--- config.mk ---
export PLATFORM = sky130hd
export DESIGN_NAME = hsv_to_rgb_converter
export DESIGN_NICKNAME = d
export VERILOG_FILES = /design/src/hw/rtl/hsvrgb_pkg.sv /design/src/hw/rtl/hsvrgb_sector.sv /design/src/hw/rtl/hsvrgb_level.sv /design/src/hw/rtl/hsvrgb_mix.sv /design/src/hw/rtl/hsv_to_rgb_converter.sv
export SDC_FILE = /design/constraint.sdc
export NUM_CORES = 1
export LEC_CHECK = 0
export BUFFER_PORTS_ARGS = -buffer_cell sky130_fd_sc_hd__clkbuf_2
export CAP_MARGIN = 0
export CORE_ASPECT_RATIO = 0.75
export CORE_MARGIN = 2
export CORE_UTILIZATION = 35
export CTS_BUF_LIST = sky130_fd_sc_hd__clkbuf_4
export CTS_CLUSTER_DIAMETER = 80
export DETAILED_ROUTE_END_ITERATION = 12
export PLACE_DENSITY = 0.53
export SYNTH_ARGS = -nofsm -noshare
export SYNTH_HDL_FRONTEND = slang
export SYNTH_HIERARCHICAL = 1
export SYNTH_SLANG_ARGS = --single-unit
--- constraint.sdc ---
create_clock -name clk -period 5 [get_ports clk]
set_input_delay 0.25 -clock clk [delete_from_list [all_inputs] [get_ports clk]]
set_output_delay 0.25 -clock clk [all_outputs]
set_load 0.1 [all_outputs]
--- src/hw/rtl/hsvrgb_pkg.sv ---
//------------------------------------------------------------------------------
// HSV to RGB package
// Shared types, constants and the hue sector decode for the converter pipeline.
//------------------------------------------------------------------------------
`default_nettype none

package hsvrgb_pkg;

	localparam int unsigned CH_W    = 8;
	localparam int unsigned SECT_W  = 3;
	localparam int unsigned FRAC_W  = 6;
	localparam int unsigned PROD_W  = 14;

	localparam logic [CH_W-1:0]   FULL_LEVEL = 8'd255;
	localparam logic [FRAC_W-1:0] FRAC_TOP   = 6'd42;
	localparam logic [PROD_W-1:0] SCALE_TOP  = 14'd10710;

	// x / 42 is done as (x >> 1) / 21, and the division by 21 as a multiply by
	// ceil(2^20 / 21) and a shift. The rounding error of the reciprocal times
	// the largest halved operand stays below 2^20, so the quotient is exact.
	localparam int unsigned HALF_W      = PROD_W - 1;
	localparam int unsigned RECIP_W     = 16;
	localparam logic [RECIP_W-1:0] RECIP_MUL = 16'd49933;
	localparam int unsigned RECIP_SHIFT = 20;
	localparam int unsigned RPROD_W     = HALF_W + RECIP_W;

	localparam logic [SECT_W-1:0] SECT_RED_RISE  = 3'd0;
	localparam logic [SECT_W-1:0] SECT_GRN_FALL  = 3'd1;
	localparam logic [SECT_W-1:0] SECT_GRN_RISE  = 3'd2;
	localparam logic [SECT_W-1:0] SECT_BLU_FALL  = 3'd3;
	localparam logic [SECT_W-1:0] SECT_BLU_RISE  = 3'd4;
	localparam logic [SECT_W-1:0] SECT_RED_FALL  = 3'd5;

	// Control that travels alongside the arithmetic through every stage.
	typedef struct packed {
		logic              valid;
		logic              gray;
		logic [SECT_W-1:0] sector;
		logic [CH_W-1:0]   value;
	} ctl_t;

	// Sector is hue / 43 and is found by comparing against the sector bounds.
	function automatic logic [SECT_W-1:0] hue_sector(input logic [CH_W-1:0] hue);
		logic [SECT_W-1:0] sect;
		if (hue >= 8'd215) sect = SECT_RED_FALL;
		else if (hue >= 8'd172) sect = SECT_BLU_RISE;
		else if (hue >= 8'd129) sect = SECT_BLU_FALL;
		else if (hue >= 8'd86) sect = SECT_GRN_RISE;
		else if (hue >= 8'd43) sect = SECT_GRN_FALL;
		else sect = SECT_RED_RISE;
		return sect;
	endfunction

	function automatic logic [CH_W-1:0] sector_base(input logic [SECT_W-1:0] sect);
		logic [CH_W-1:0] base;
		case (sect)
			SECT_GRN_FALL: base = 8'd43;
			SECT_GRN_RISE: base = 8'd86;
			SECT_BLU_FALL: base = 8'd129;
			SECT_BLU_RISE: base = 8'd172;
			SECT_RED_FALL: base = 8'd215;
			default:       base = 8'd0;
		endcase
		return base;
	endfunction

endpackage

`default_nettype wire

--- src/hw/rtl/hsvrgb_sector.sv ---
//------------------------------------------------------------------------------
// HSV to RGB hue decode stage
// Splits the hue into sector and position within the sector and registers
// them with saturation and value.
//------------------------------------------------------------------------------
`default_nettype none

module hsvrgb_sector (
	input  wire logic                          clk,
	input  wire logic                          arst_n,
	input  wire logic                          req,
	input  wire logic [hsvrgb_pkg::CH_W-1:0]   hue,
	input  wire logic [hsvrgb_pkg::CH_W-1:0]   saturation,
	input  wire logic [hsvrgb_pkg::CH_W-1:0]   brightness,
	output hsvrgb_pkg::ctl_t                   ctl_s1,
	output logic [hsvrgb_pkg::FRAC_W-1:0]      frac_s1,
	output logic [hsvrgb_pkg::CH_W-1:0]        sat_s1
);
	import hsvrgb_pkg::*;

	logic [SECT_W-1:0] sect;
	logic [CH_W-1:0]   pos;

	assign sect = hue_sector(hue);
	assign pos  = hue - sector_base(sect);

	always_ff @(posedge clk or negedge arst_n) begin
		if (!arst_n) begin
			ctl_s1 <= '0;
		end else begin
			ctl_s1.valid  <= req;
			ctl_s1.gray   <= (saturation == '0);
			ctl_s1.sector <= sect;
			ctl_s1.value  <= brightness;
		end
	end

	always_ff @(posedge clk) begin
		frac_s1 <= pos[FRAC_W-1:0];
		sat_s1  <= saturation;
	end

endmodule

`default_nettype wire

--- src/hw/rtl/hsvrgb_level.sv ---
//------------------------------------------------------------------------------
// HSV to RGB level arithmetic
// Three stages that form the low, falling and rising levels: saturation
// products, scaled division by 42, and the multiply by value.
//------------------------------------------------------------------------------
`default_nettype none

module hsvrgb_level (
	input  wire logic                          clk,
	input  wire logic                          arst_n,
	input  wire hsvrgb_pkg::ctl_t              ctl_s1,
	input  wire logic [hsvrgb_pkg::FRAC_W-1:0] frac_s1,
	input  wire logic [hsvrgb_pkg::CH_W-1:0]   sat_s1,
	output hsvrgb_pkg::ctl_t                   ctl_s4,
	output logic [hsvrgb_pkg::CH_W-1:0]        low_s4,
	output logic [hsvrgb_pkg::CH_W-1:0]        fall_s4,
	output logic [hsvrgb_pkg::CH_W-1:0]        rise_s4
);
	import hsvrgb_pkg::*;

	ctl_t              ctl_s2;
	ctl_t              ctl_s3;
	logic [PROD_W-1:0] pfall_s2;
	logic [PROD_W-1:0] prise_s2;
	logic [CH_W-1:0]   low_s2;
	logic [CH_W-1:0]   low_s3;
	logic [CH_W-1:0]   qfall_s3;
	logic [CH_W-1:0]   qrise_s3;

	logic [2*CH_W-1:0]  low_prod;
	logic [HALF_W-1:0]  hfall;
	logic [HALF_W-1:0]  hrise;
	logic [RPROD_W-1:0] rfall;
	logic [RPROD_W-1:0] rrise;
	logic [2*CH_W-1:0]  vfall;
	logic [2*CH_W-1:0]  vrise;

	assign low_prod = ctl_s1.value * (FULL_LEVEL - sat_s1);

	// The numerator 10710 - p is at most 10710, so it never wraps.
	assign hfall = HALF_W'((SCALE_TOP - pfall_s2) >> 1);
	assign hrise = HALF_W'((SCALE_TOP - prise_s2) >> 1);
	assign rfall = RPROD_W'(hfall) * RPROD_W'(RECIP_MUL);
	assign rrise = RPROD_W'(hrise) * RPROD_W'(RECIP_MUL);

	assign vfall = ctl_s3.value * qfall_s3;
	assign vrise = ctl_s3.value * qrise_s3;

	always_ff @(posedge clk or negedge arst_n) begin
		if (!arst_n) begin
			ctl_s2 <= '0;
			ctl_s3 <= '0;
			ctl_s4 <= '0;
		end else begin
			ctl_s2 <= ctl_s1;
			ctl_s3 <= ctl_s2;
			ctl_s4 <= ctl_s3;
		end
	end

	always_ff @(posedge clk) begin
		pfall_s2 <= PROD_W'(sat_s1) * PROD_W'(frac_s1);
		prise_s2 <= PROD_W'(sat_s1) * PROD_W'(FRAC_TOP - frac_s1);
		low_s2   <= low_prod[2*CH_W-1:CH_W];

		low_s3   <= low_s2;
		qfall_s3 <= rfall[RECIP_SHIFT +: CH_W];
		qrise_s3 <= rrise[RECIP_SHIFT +: CH_W];

		low_s4   <= low_s3;
		fall_s4  <= vfall[2*CH_W-1:CH_W];
		rise_s4  <= vrise[2*CH_W-1:CH_W];
	end

endmodule

`default_nettype wire

--- src/hw/rtl/hsvrgb_mix.sv ---
//------------------------------------------------------------------------------
// HSV to RGB channel mix
// Routes value and the derived levels to red, green and blue by sector and
// registers the result with its strobe.
//------------------------------------------------------------------------------
`default_nettype none

module hsvrgb_mix (
	input  wire logic                          clk,
	input  wire logic                          arst_n,
	input  wire hsvrgb_pkg::ctl_t              ctl_s4,
	input  wire logic [hsvrgb_pkg::CH_W-1:0]   low_s4,
	input  wire logic [hsvrgb_pkg::CH_W-1:0]   fall_s4,
	input  wire logic [hsvrgb_pkg::CH_W-1:0]   rise_s4,
	output logic                               done_s5,
	output logic [hsvrgb_pkg::CH_W-1:0]        red_s5,
	output logic [hsvrgb_pkg::CH_W-1:0]        green_s5,
	output logic [hsvrgb_pkg::CH_W-1:0]        blue_s5
);
	import hsvrgb_pkg::*;

	logic [CH_W-1:0] r;
	logic [CH_W-1:0] g;
	logic [CH_W-1:0] b;
	logic [CH_W-1:0] v;

	assign v = ctl_s4.value;

	always_comb begin
		case (ctl_s4.sector)
			SECT_RED_RISE: begin r = v;       g = rise_s4; b = low_s4;  end
			SECT_GRN_FALL: begin r = fall_s4; g = v;       b = low_s4;  end
			SECT_GRN_RISE: begin r = low_s4;  g = v;       b = rise_s4; end
			SECT_BLU_FALL: begin r = low_s4;  g = fall_s4; b = v;       end
			SECT_BLU_RISE: begin r = rise_s4; g = low_s4;  b = v;       end
			default:       begin r = v;       g = low_s4;  b = fall_s4; end
		endcase
		// Zero saturation is plain gray and overrides the sector levels.
		if (ctl_s4.gray) begin
			r = v;
			g = v;
			b = v;
		end
	end

	always_ff @(posedge clk or negedge arst_n) begin
		if (!arst_n) begin
			done_s5 <= 1'b0;
		end else begin
			done_s5 <= ctl_s4.valid;
		end
	end

	always_ff @(posedge clk) begin
		red_s5   <= r;
		green_s5 <= g;
		blue_s5  <= b;
	end

endmodule

`default_nettype wire

--- src/hw/rtl/hsv_to_rgb_converter.sv ---
//------------------------------------------------------------------------------
// HSV to RGB converter
// Five-stage pipeline from 8-bit hue, saturation and value to 8-bit RGB.
//
//   channel   handshake        payload
//   request   start / busy     hue, saturation, brightness
//   result    done (strobe)    red, green, blue
//
// One request is taken every clock cycle; busy stays low.
// A result passes the decode, level and mix registers and shows for one cycle with done.
// The stages hold, in order, the decode, the saturation multiply,
// the reciprocal multiply for the division by 42, the value multiply and
// the channel mix, each in a stage of its own.
// Reset clears the stage control words only; nothing is kept between requests.
//------------------------------------------------------------------------------
`default_nettype none

module hsv_to_rgb_converter (
	input  wire logic                        clk,
	input  wire logic                        arst_n,
	input  wire logic                        start,
	output logic                             busy,
	input  wire logic [hsvrgb_pkg::CH_W-1:0] hue,
	input  wire logic [hsvrgb_pkg::CH_W-1:0] saturation,
	input  wire logic [hsvrgb_pkg::CH_W-1:0] brightness,
	output logic                             done,
	output logic [hsvrgb_pkg::CH_W-1:0]      red,
	output logic [hsvrgb_pkg::CH_W-1:0]      green,
	output logic [hsvrgb_pkg::CH_W-1:0]      blue
);
	import hsvrgb_pkg::*;

	ctl_t              ctl_s1;
	ctl_t              ctl_s4;
	logic [FRAC_W-1:0] frac_s1;
	logic [CH_W-1:0]   sat_s1;
	logic [CH_W-1:0]   low_s4;
	logic [CH_W-1:0]   fall_s4;
	logic [CH_W-1:0]   rise_s4;
	logic              req;

	assign busy = 1'b0;
	assign req  = start && !busy;

	hsvrgb_sector u_sector (
		.clk        (clk),
		.arst_n     (arst_n),
		.req        (req),
		.hue        (hue),
		.saturation (saturation),
		.brightness (brightness),
		.ctl_s1     (ctl_s1),
		.frac_s1    (frac_s1),
		.sat_s1     (sat_s1)
	);

	hsvrgb_level u_level (
		.clk     (clk),
		.arst_n  (arst_n),
		.ctl_s1  (ctl_s1),
		.frac_s1 (frac_s1),
		.sat_s1  (sat_s1),
		.ctl_s4  (ctl_s4),
		.low_s4  (low_s4),
		.fall_s4 (fall_s4),
		.rise_s4 (rise_s4)
	);

	hsvrgb_mix u_mix (
		.clk      (clk),
		.arst_n   (arst_n),
		.ctl_s4   (ctl_s4),
		.low_s4   (low_s4),
		.fall_s4  (fall_s4),
		.rise_s4  (rise_s4),
		.done_s5  (done),
		.red_s5   (red),
		.green_s5 (green),
		.blue_s5  (blue)
	);

	// Every request taken out of reset gives exactly one strobe when it leaves the pipeline.
	a_latency: assert property (@(posedge clk) disable iff (!arst_n)
		($past(arst_n, 1) && $past(arst_n, 2) && $past(arst_n, 3) &&
		 $past(arst_n, 4) && $past(arst_n, 5)) |-> (done == $past(req, 5)))
		else $error("result strobe does not match request five cycles earlier");

	// One channel always carries the requested value unchanged.
	a_value_kept: assert property (@(posedge clk) disable iff (!arst_n)
		(done && $past(arst_n, 5)) |->
		(red == $past(brightness, 5) || green == $past(brightness, 5) ||
		 blue == $past(brightness, 5)))
		else $error("no channel carries the requested value");

	// Gray requests give three equal channels.
	a_gray: assert property (@(posedge clk) disable iff (!arst_n)
		(done && $past(arst_n, 5) && $past(saturation == '0, 5)) |->
		(red == green && green == blue))
		else $error("zero saturation did not give gray");

endmodule

`default_nettype wire
# After elaboration in Yosys (flattened, before gate mapping)
# Cells that the tools add are included.
# word_totals
ff_bits	175
in_bits	27
output_inout_bits	26
# classes
add_sub_neg	5
multipliers	7
magnitude_cmp	5
eq_ne	9
n_mux	12
reduce_logical	6
# ops
cell	n
one-hot mux 8 bit (3 select lines)	3
multiplier 13 x 16 -> 28 bit (second input constant)	2
multiplier 8 x 8 -> 16 bit	2
one-hot mux 6 bit (5 select lines)	1
subtractor 14 bit (first input constant)	2
>= comparator 8 bit (second input constant)	3
2-to-1 mux 8 bit	3
multiplier 8 x 16 -> 16 bit	1
multiplier 8 x 14 -> 14 bit	1
multiplier 8 x 6 -> 14 bit	1
equality test 3 x 2 -> 1 bit (second input constant)	4
2-to-1 mux 3 bit	4
equality test 3 bit (second input constant)	3
subtractor 8 x 8 -> 9 bit (first input constant)	1
>= comparator 8 x 6 -> 1 bit (second input constant)	1
>= comparator 8 x 7 -> 1 bit (second input constant)	1
zero test 8 bit	1
OR reduction 2 bit	4
subtractor 6 x 6 -> 7 bit (first input constant)	1
equality test 3 x 1 -> 1 bit (second input constant)	2
subtractor 6 bit	1
zero test 3 bit	1
2-to-1 mux 1 bit	1

# Longest topological paths before layout
# Gate-level depths: netlist of the first run.
# depth
ltp_word	9
mapped_depth	22

# By module
# Netlist of the first run, hierarchy kept.
# by_module_without_submodules
mod	instances	cells_each	area_per_inst_um2	seq_area_each_um2
hsvrgb_level	1	1771	17033.8	2637.5
hsvrgb_mix	1	208	1711.6	505.5
hsvrgb_sector	1	90	1042.2	605.6
hsv_to_rgb_converter	1	2	11.3	0.0

# Worst setup path after synthesis of the first run
# Ideal clock, no wire load.
# synth_path
path_kind	register to register
start	register u_level.prise_s2[0]
end	register u_level.qrise_s3[5]
t_arrival_ns	5.252
t_required_ns	4.877
slack_ns	-0.375
path_stages_with_launch	22
n_path_buf	0
synth_period_minus_slack_ns	5.375
cell_sequence	dfxtp_1 -> ha_1 -> a21o_1 -> a21oi_1 -> or4_1 -> nand3_1 -> xor2_1 -> inv_1 -> ha_1 -> inv_1 -> fa_1 -> fa_1 -> inv_1 -> fa_1 -> ha_1 -> a211oi_1 -> nand2_1 -> a211oi_1 -> a211oi_2 -> o41ai_1 -> o21bai_1 -> xor2_1
# synth_via
elab_chain_len	2
# synth_rtl
element	line	text
from (decl)	hsvrgb_level.sv:24	logic [PROD_W-1:0] prise_s2;
from (signal assigned)	hsvrgb_level.sv:63	prise_s2 <= PROD_W'(sat_s1) * PROD_W'(FRAC_TOP - frac_s1);
subtractor 14 bit	hsvrgb_level.sv:42	assign hrise = HALF_W'((SCALE_TOP - prise_s2) >> 1);
multiplier 13 x 16 -> 28 bit	hsvrgb_level.sv:44	assign rrise = RPROD_W'(hrise) * RPROD_W'(RECIP_MUL);
named net u_level.rrise[25]	hsvrgb_level.sv:34	logic [RPROD_W-1:0] rrise;
to (signal assigned)	hsvrgb_level.sv:68	qrise_s3 <= rrise[RECIP_SHIFT +: CH_W];
to (decl)	hsvrgb_level.sv:28	logic [CH_W-1:0] qrise_s3;
# The timed path passes the listed nets, and every way through them passes these cells.

==> results of run 1 <==
layout by cell type, fill, tap and decap left out, types with 21 or more instances in the layout:
| master | count |
|---|---|
| dfxtp_1 | 115 |
| clkbuf_2 | 51 |
| nor2b_1 | 47 |
| inv_1 | 404 |
| nand2b_1 | 45 |
| nor3_1 | 22 |
| xnor2_1 | 60 |
| and2_1 | 129 |
| fa_1 | 220 |
| xor2_1 | 30 |
| ha_1 | 305 |
| dlygate4sd3_1 | 21 |
| o21ai_0 | 27 |
| a2bb2oi_1 | 26 |
| nand2_1 | 106 |
| a21oi_1 | 62 |
| buf_4 | 146 |
| nor2_1 | 45 |
| dfrtp_1 | 50 |
through the flow:
| step | std cells | hold slack, ns | area, um^2 |
|---|---|---|---|
| 2_1_floorplan | 2071 | -0.0456 | 19900 |
| 3_3_place_gp | 2941 | 0.206 | 21800 |
| 3_5_place_dp | 2941 | 0.202 | 21800 |
| 4_1_cts | 3009 | 0.00223 | 22700 |
| 5_1_grt | 3014 | 0.0375 | 23100 |
| 6_report | 3015 | 0.0746 | 23100 |
registers in the layout, summed over array words and instances (netlist names):
name	cells
u_mix/blue_s5	8
u_sector/ctl_s1	13
u_mix/red_s5	8
u_level/fall_s4	8
u_level/qfall_s3	8
u_level/ctl_s2	13
u_level/low_s3	8
u_level/prise_s2	14
u_level/rise_s4	8
u_level/low_s2	8
u_level/low_s4	8
u_sector/frac_s1	6
u_level/ctl_s3	13
u_sector/sat_s1	8
u_mix/green_s5	8
u_level/ctl_s4	13
u_level/qrise_s3	8
u_level/pfall_s2	13
u_mix/done_s5	1
final cells by class:
cell class,count,area (um^2)
well taps,731,915
fillers,5518,32800
flip-flops and latches,174,3760
multi-input cells,1430,14900
inverters,418,1570
clock buffers,19,143
repair buffers,228,1680
clock inverters,13,153
diodes,2,5.00
timing repair:
item                                   in CTS  in global routing
endpoints found under the hold margin      36                  0
setup endpoints to repair                  16                 21
pin swaps                                  20                 51
resized for setup                          45                 81
buffers inserted                           15                  8
hold buffers                               21                  0
path summary, 6_finish.rpt:
kind / to
max in group asynchronous: u_sector/ctl_s1[2]$_DFF_PN0_
min in group clk: u_sector/ctl_s1[9]$_DFF_PN0_
hold / removal: u_mix/done_s5$_DFF_PN0_
setup reg to reg: u_level/qfall_s3[3]$_DFF_P_
setup / recovery: u_level/qfall_s3[3]$_DFF_P_
hold reg to reg: u_level/low_s4[0]$_DFF_P_
layer usage:
layer	share of wire (%)	wire, um	vias to the layer above
met1	52	24500	7057
met4	0.93	435	0
li1	-	-	7064
met3	4.1	1940	29
met2	43	19900	233
met5	0	0	-
kinds of logic after synthesis:
logic type      Yosys count
xor+xnor                103
simple gates            481
mux                       9
fa+ha+maj               551
buf+inv                 467
flops                   174
other cells               1
compound gates          285
==> run summary, run 1 <==
Status - finished with violations
Violated checks - setup timing
Hold Path Class - input pin to async pin
GRT busiest layer - met1
Max_cap viols - 0
Initial drt markers - 794
Overall die width - 279 um
Ports - 53
Async S/R FF share, synth - 30.5%
CP Capture Type - flip-flop
Routed length per instance - 15.5 um
Max incr delay on CP - 0.54 ns
Max transition margin - 27.0%
Pre-CTS worst setup slack - -0.458 ns
Clock skew - 0.0356 ns
EDFF count, synth - 0
Final WS setup - -0.343 ns
Mapped cell area - 19800 um^2
Detailed Route WL - 46800 um
Post-Synth Adder-Cell Area - 43.5%
Hold Fails Final Rpt - 0
Main synth FF type - dfxtp_1
Pin count of the biggest net entering global routing - 44
Syn. warnings - 6
Critical Path Fanout Max - 5
Final core utilization - 41.3%
Syn_nets - 2649
GRT Util Overall - 16.5%
Actual slew at the worst max-slew pin - 1.10 ns
Library cells used by synthesis - 80
CP delay by family, top - adder cells
Final net count - 2847
Gpl congestion - 0.865
Synth Area in Compound Gates - 9.92%
Worst reg2reg path depth - 24
Yosys top cell area share - 23.1%
Initial antenna violation count - 1
Most frequent cell after synthesis - inv_1
Total gr overflow - 0
Initial core utilization - 35.4%
CTS H-tree lvls - 4
Post-synthesis mux area share - 0.455%
Stages on the worst setup path - 24
Fraction of layout cells with a size suffix above 1 - 16.3%
Final TNS setup - -3.51 ns
Fin crit share - 107%
Gate Count Post-Synth - 2071
Pre-Repair DR Iteration Count - 5
Worst R2R Setup Slack - -0.34 ns
Fmax - 0.187 GHz
Post-DP HPWL - 38400 um
Site Rows - 75
Most common library cells after synthesis - 416 x inv_1, 323 x ha_1, 228 x fa_1
Vias in the first global route - 14749
Minimum clock period - 5.34 ns
Post-synthesis xor/xnor area fraction - 4.70%
Fin. max-slew vios - 0
GRT met1 Usage - 25.2%
Crit path from - u_level/prise_s2[0]$_DFF_P_
Root Driver - clkbuf_4
CTS tree - built
Sequential area share after synthesis - 18.9%
CP max stage cell - fa_1
Worst EP arrival - 5.87 ns
Clock tree buffer depth - 2
Vias per Instance - 4.77
GR Util met3 - 2.89%
CTS buffer count - 17
WP buf/inv - 7
Met2 GRT Util - 24.5%
First-pass GRT wire length - 77100 um
Chip height - 210 um
Die area - 58500 um^2
Largest area contributor in the netlist - fa_1
FF+latch count, synth - 174
Post-route DRC - 0
Post-synthesis average cell area - 9.56 um^2
Core ar. - 55900 um^2
Worst-path cell chain - buf_12 > ha_4 > a21o_1 > a21oi_2 > nor2_2 > o31ai_4 > xnor2_4 > buf_6 > ha_4 > inv_2 > fa_1 > fa_1 > fa_1 > inv_2 > ha_4 > o21a_1 > o211ai_1 > buf_4 > o311ai_4 > a211oi_4 > buf_6 > o21ai_4 > buf_6 > xor2_1
Top post-synthesis cells by area - fa_1 23%, ha_1 20%, dfxtp_1 12%
CP required - 5.52 ns
RSZ-0062 raised after global routing - yes
Via count - 14383
R2r startpoint - u_level/prise_s2[0]$_DFF_P_
Synth Area in Simple Gates - 13.3%
Setup-failing EPs final - 14
Type of origin of the critical path - flip-flop
DRT antenna net count - 0
Area Growth Syn to Fin - 16.7%
Reg clk slew, reported paths - 0.16 ns
Port bufs - 51
Largest family of logic cells by synthesized area - adder cells
Worst setup path category - flip-flop to flip-flop
Sinks on Clock Net - 174
Clock Latency Late Sink - 0.63 ns
Power of run 1 is left out: the tool's default activity adds up to more than one toggle a clock period on the data nets, which glitch-free logic cannot reach.
==> run 2: changes to the inputs <==
--- a/config.mk
+++ b/config.mk
@@ -14,6 +14,7 @@
 export CTS_CLUSTER_DIAMETER = 80
 export DETAILED_ROUTE_END_ITERATION = 12
 export PLACE_DENSITY = 0.53
+export SETUP_SLACK_MARGIN = 0.1
 export SYNTH_ARGS = -nofsm -noshare
 export SYNTH_HDL_FRONTEND = slang
 export SYNTH_HIERARCHICAL = 1
==> run 2 against run 1 <==
The flow still finishes with violations (setup timing). Maximum frequency up 2.0%. Wire length shrank 0.95%. Critical path depth fell by 2. Register-to-register slack improved by 0.11 ns. Clock skew shrank 0.0081 ns. Critical endpoint is now u_level/qrise_s3[5]$_DFF_P_. Highest routed layer unchanged.
==> run summary, run 2 (synthesized netlist as in run 1, its figures left out) <==
Status - finished with violations
Violated checks - setup timing
WP buf/inv - 4
Pin count of the biggest net entering global routing - 44
Fraction of layout cells with a size suffix above 1 - 17.6%
Routed length per instance - 15.3 um
Fin area - 23300 um^2
Filler instances - 5529
Core ar. - 55900 um^2
Total gr overflow - 0
Clock Latency Late Sink - 0.65 ns
CTS buffer count - 17
Critical Path Fanout Max - 5
Ports - 53
CP delay by family, top - adder cells
Final core utilization - 41.7%
Post-route DRC - 0
Crit path from - u_level/prise_s2[0]$_DFF_P_
Vias per Instance - 4.72
Via count - 14296
Multi-input combinational cell area - 15000 um^2
Number of flip-flops in the largest register - 14
Most common cell after layout, fill and taps aside - inv_1
Most flop-heavy register - u_level/prise_s2
Setup-failing EPs final - 15
Hold Fails Final Rpt - 0
Detailed Route WL - 46300 um
Fin crit share - 105%
First-pass GRT wire length - 76700 um
Area Growth Syn to Fin - 17.9%
Max incr delay on CP - 0.55 ns
Fin. max-slew vios - 0
Gpl congestion - 0.855
Initial core utilization - 35.4%
Final WS setup - -0.238 ns
CTS H-tree lvls - 4
Clock tree buffer depth - 2
GRT Util Overall - 16.3%
Placed cell area - 21800 um^2
Initial drt markers - 841
Max transition margin - 24.4%
Worst setup path category - flip-flop to flip-flop
Register Area - 3770 um^2
Fmax - 0.191 GHz
Port bufs - 51
Minimum clock period - 5.24 ns
CP required - 5.56 ns
CP max stage cell - fa_1
Vias in the first global route - 14821
Max_cap viols - 0
Clock skew - 0.0275 ns
Worst EP arrival - 5.79 ns
Min-delay src - hue[6]
Actual slew at the worst max-slew pin - 1.13 ns
Initial antenna violation count - 1
CP Capture Type - flip-flop
Type of origin of the critical path - flip-flop
Hold Path Class - input pin to flip-flop
Final net count - 2859
R2r startpoint - u_level/prise_s2[0]$_DFF_P_
Die area - 58500 um^2
Sinks on Clock Net - 174
CTS tree - built
Post-DP HPWL - 37700 um
Reg clk slew, reported paths - 0.18 ns
RSZ-0062 raised after global routing - yes
Root Driver - clkbuf_4
Worst-path cell chain - buf_6 > ha_4 > a21o_1 > a21oi_4 > or4_4 > nand3_4 > xor2_2 > inv_2 > ha_4 > inv_2 > fa_1 > fa_1 > inv_2 > fa_1 > ha_4 > a211oi_4 > nand2_1 > a211oi_2 > a211oi_4 > o41ai_2 > o21bai_1 > xor2_1
Most frequent cells in the layout - 404 x inv_1, 304 x ha_1, 222 x fa_1
DRT antenna net count - 0
Pre-Repair DR Iteration Count - 6
Chip height - 210 um
Overall die width - 279 um
Site Rows - 75
-- run 2: per-layer routing --
| metal | global-route usage, % | share of wire, % | vias to the layer above |
|---|---|---|---|
| li1 | - | - | 7090 |
| met1 | 24.9 | 53 | 6965 |
| met2 | 24.6 | 43 | 223 |
| met3 | 2.59 | 4.0 | 18 |
| met4 | 2.61 | 0.69 | 0 |
| met5 | 0 | 0 | - |
-- run 2: area by class of cell --
type | instances | share of cell area [%]
Multi-Input combinational cell | 1430 | 64.2
Sequential cell | 174 | 16.2
Timing Repair Buffer | 240 | 7.56
Inverter | 418 | 6.72
Tap cell | 731 | 3.92
Clock inverter | 15 | 0.858
Clock buffer | 17 | 0.547
Antenna cell | 1 | 0.0107
-- run 2: stage by stage --
step | cells | hold slack [ns] | setup slack, ns | TNS, ns
2_1_floorplan | 2071 | -0.0456 | -0.0915 | -0.0915
3_5_place_dp | 2937 | 0.200 | -0.400 | -3.67
3_3_place_gp | 2937 | 0.191 | -0.255 | -2.36
5_1_grt | 3026 | 0.0903 | -0.453 | -5.22
4_1_cts | 3018 | 0.0215 | -0.241 | -2.35
6_report | 3026 | 0.102 | -0.238 | -2.10
-- run 2: final timing paths --
kind | slack, ns | cells after the start | to
max | -0.24 | 22 | u_level/qrise_s3[5]$_DFF_P_
min | 0.10 | 4 | u_sector/ctl_s1[10]$_DFF_PN0_
max reg2reg | -0.24 | 22 | u_level/qrise_s3[5]$_DFF_P_
min reg2reg | 0.35 | 0 | u_level/low_s3[2]$_DFF_P_
max in group asynchronous | 3.81 | 3 | u_sector/ctl_s1[5]$_DFF_PN0_
min in group asynchronous | 0.19 | 3 | u_sector/ctl_s1[6]$_DFF_PN0_
-- run 2: repair_timing --
| action | CTS | global route |
|---|---|---|
| buffers inserted | 24 | 8 |
| gates resized for setup | 57 | 91 |
| pin swaps | 34 | 52 |
| hold buffers | 25 | 0 |
| endpoints found under the hold margin | 71 | 0 |
| endpoints found under the setup margin | 16 | 25 |
-- run 2: worst reg2reg max path, stage by stage, from the launching register on --
cell      delay (ns)
dfxtp_4         0.42
buf_6           0.11
ha_4            0.12
a21o_1          0.17
a21oi_4         0.09
or4_4           0.51
nand3_4         0.11
xor2_2          0.17
inv_2           0.08
ha_4            0.26
inv_2           0.03
fa_1            0.49
fa_1            0.54
inv_2           0.04
fa_1            0.55
ha_4            0.23
a211oi_4        0.25
nand2_1         0.10
a211oi_2        0.22
a211oi_4        0.12
o41ai_2         0.26
o21bai_1        0.13
xor2_1          0.16
Power of run 2 is left out for the same reason.
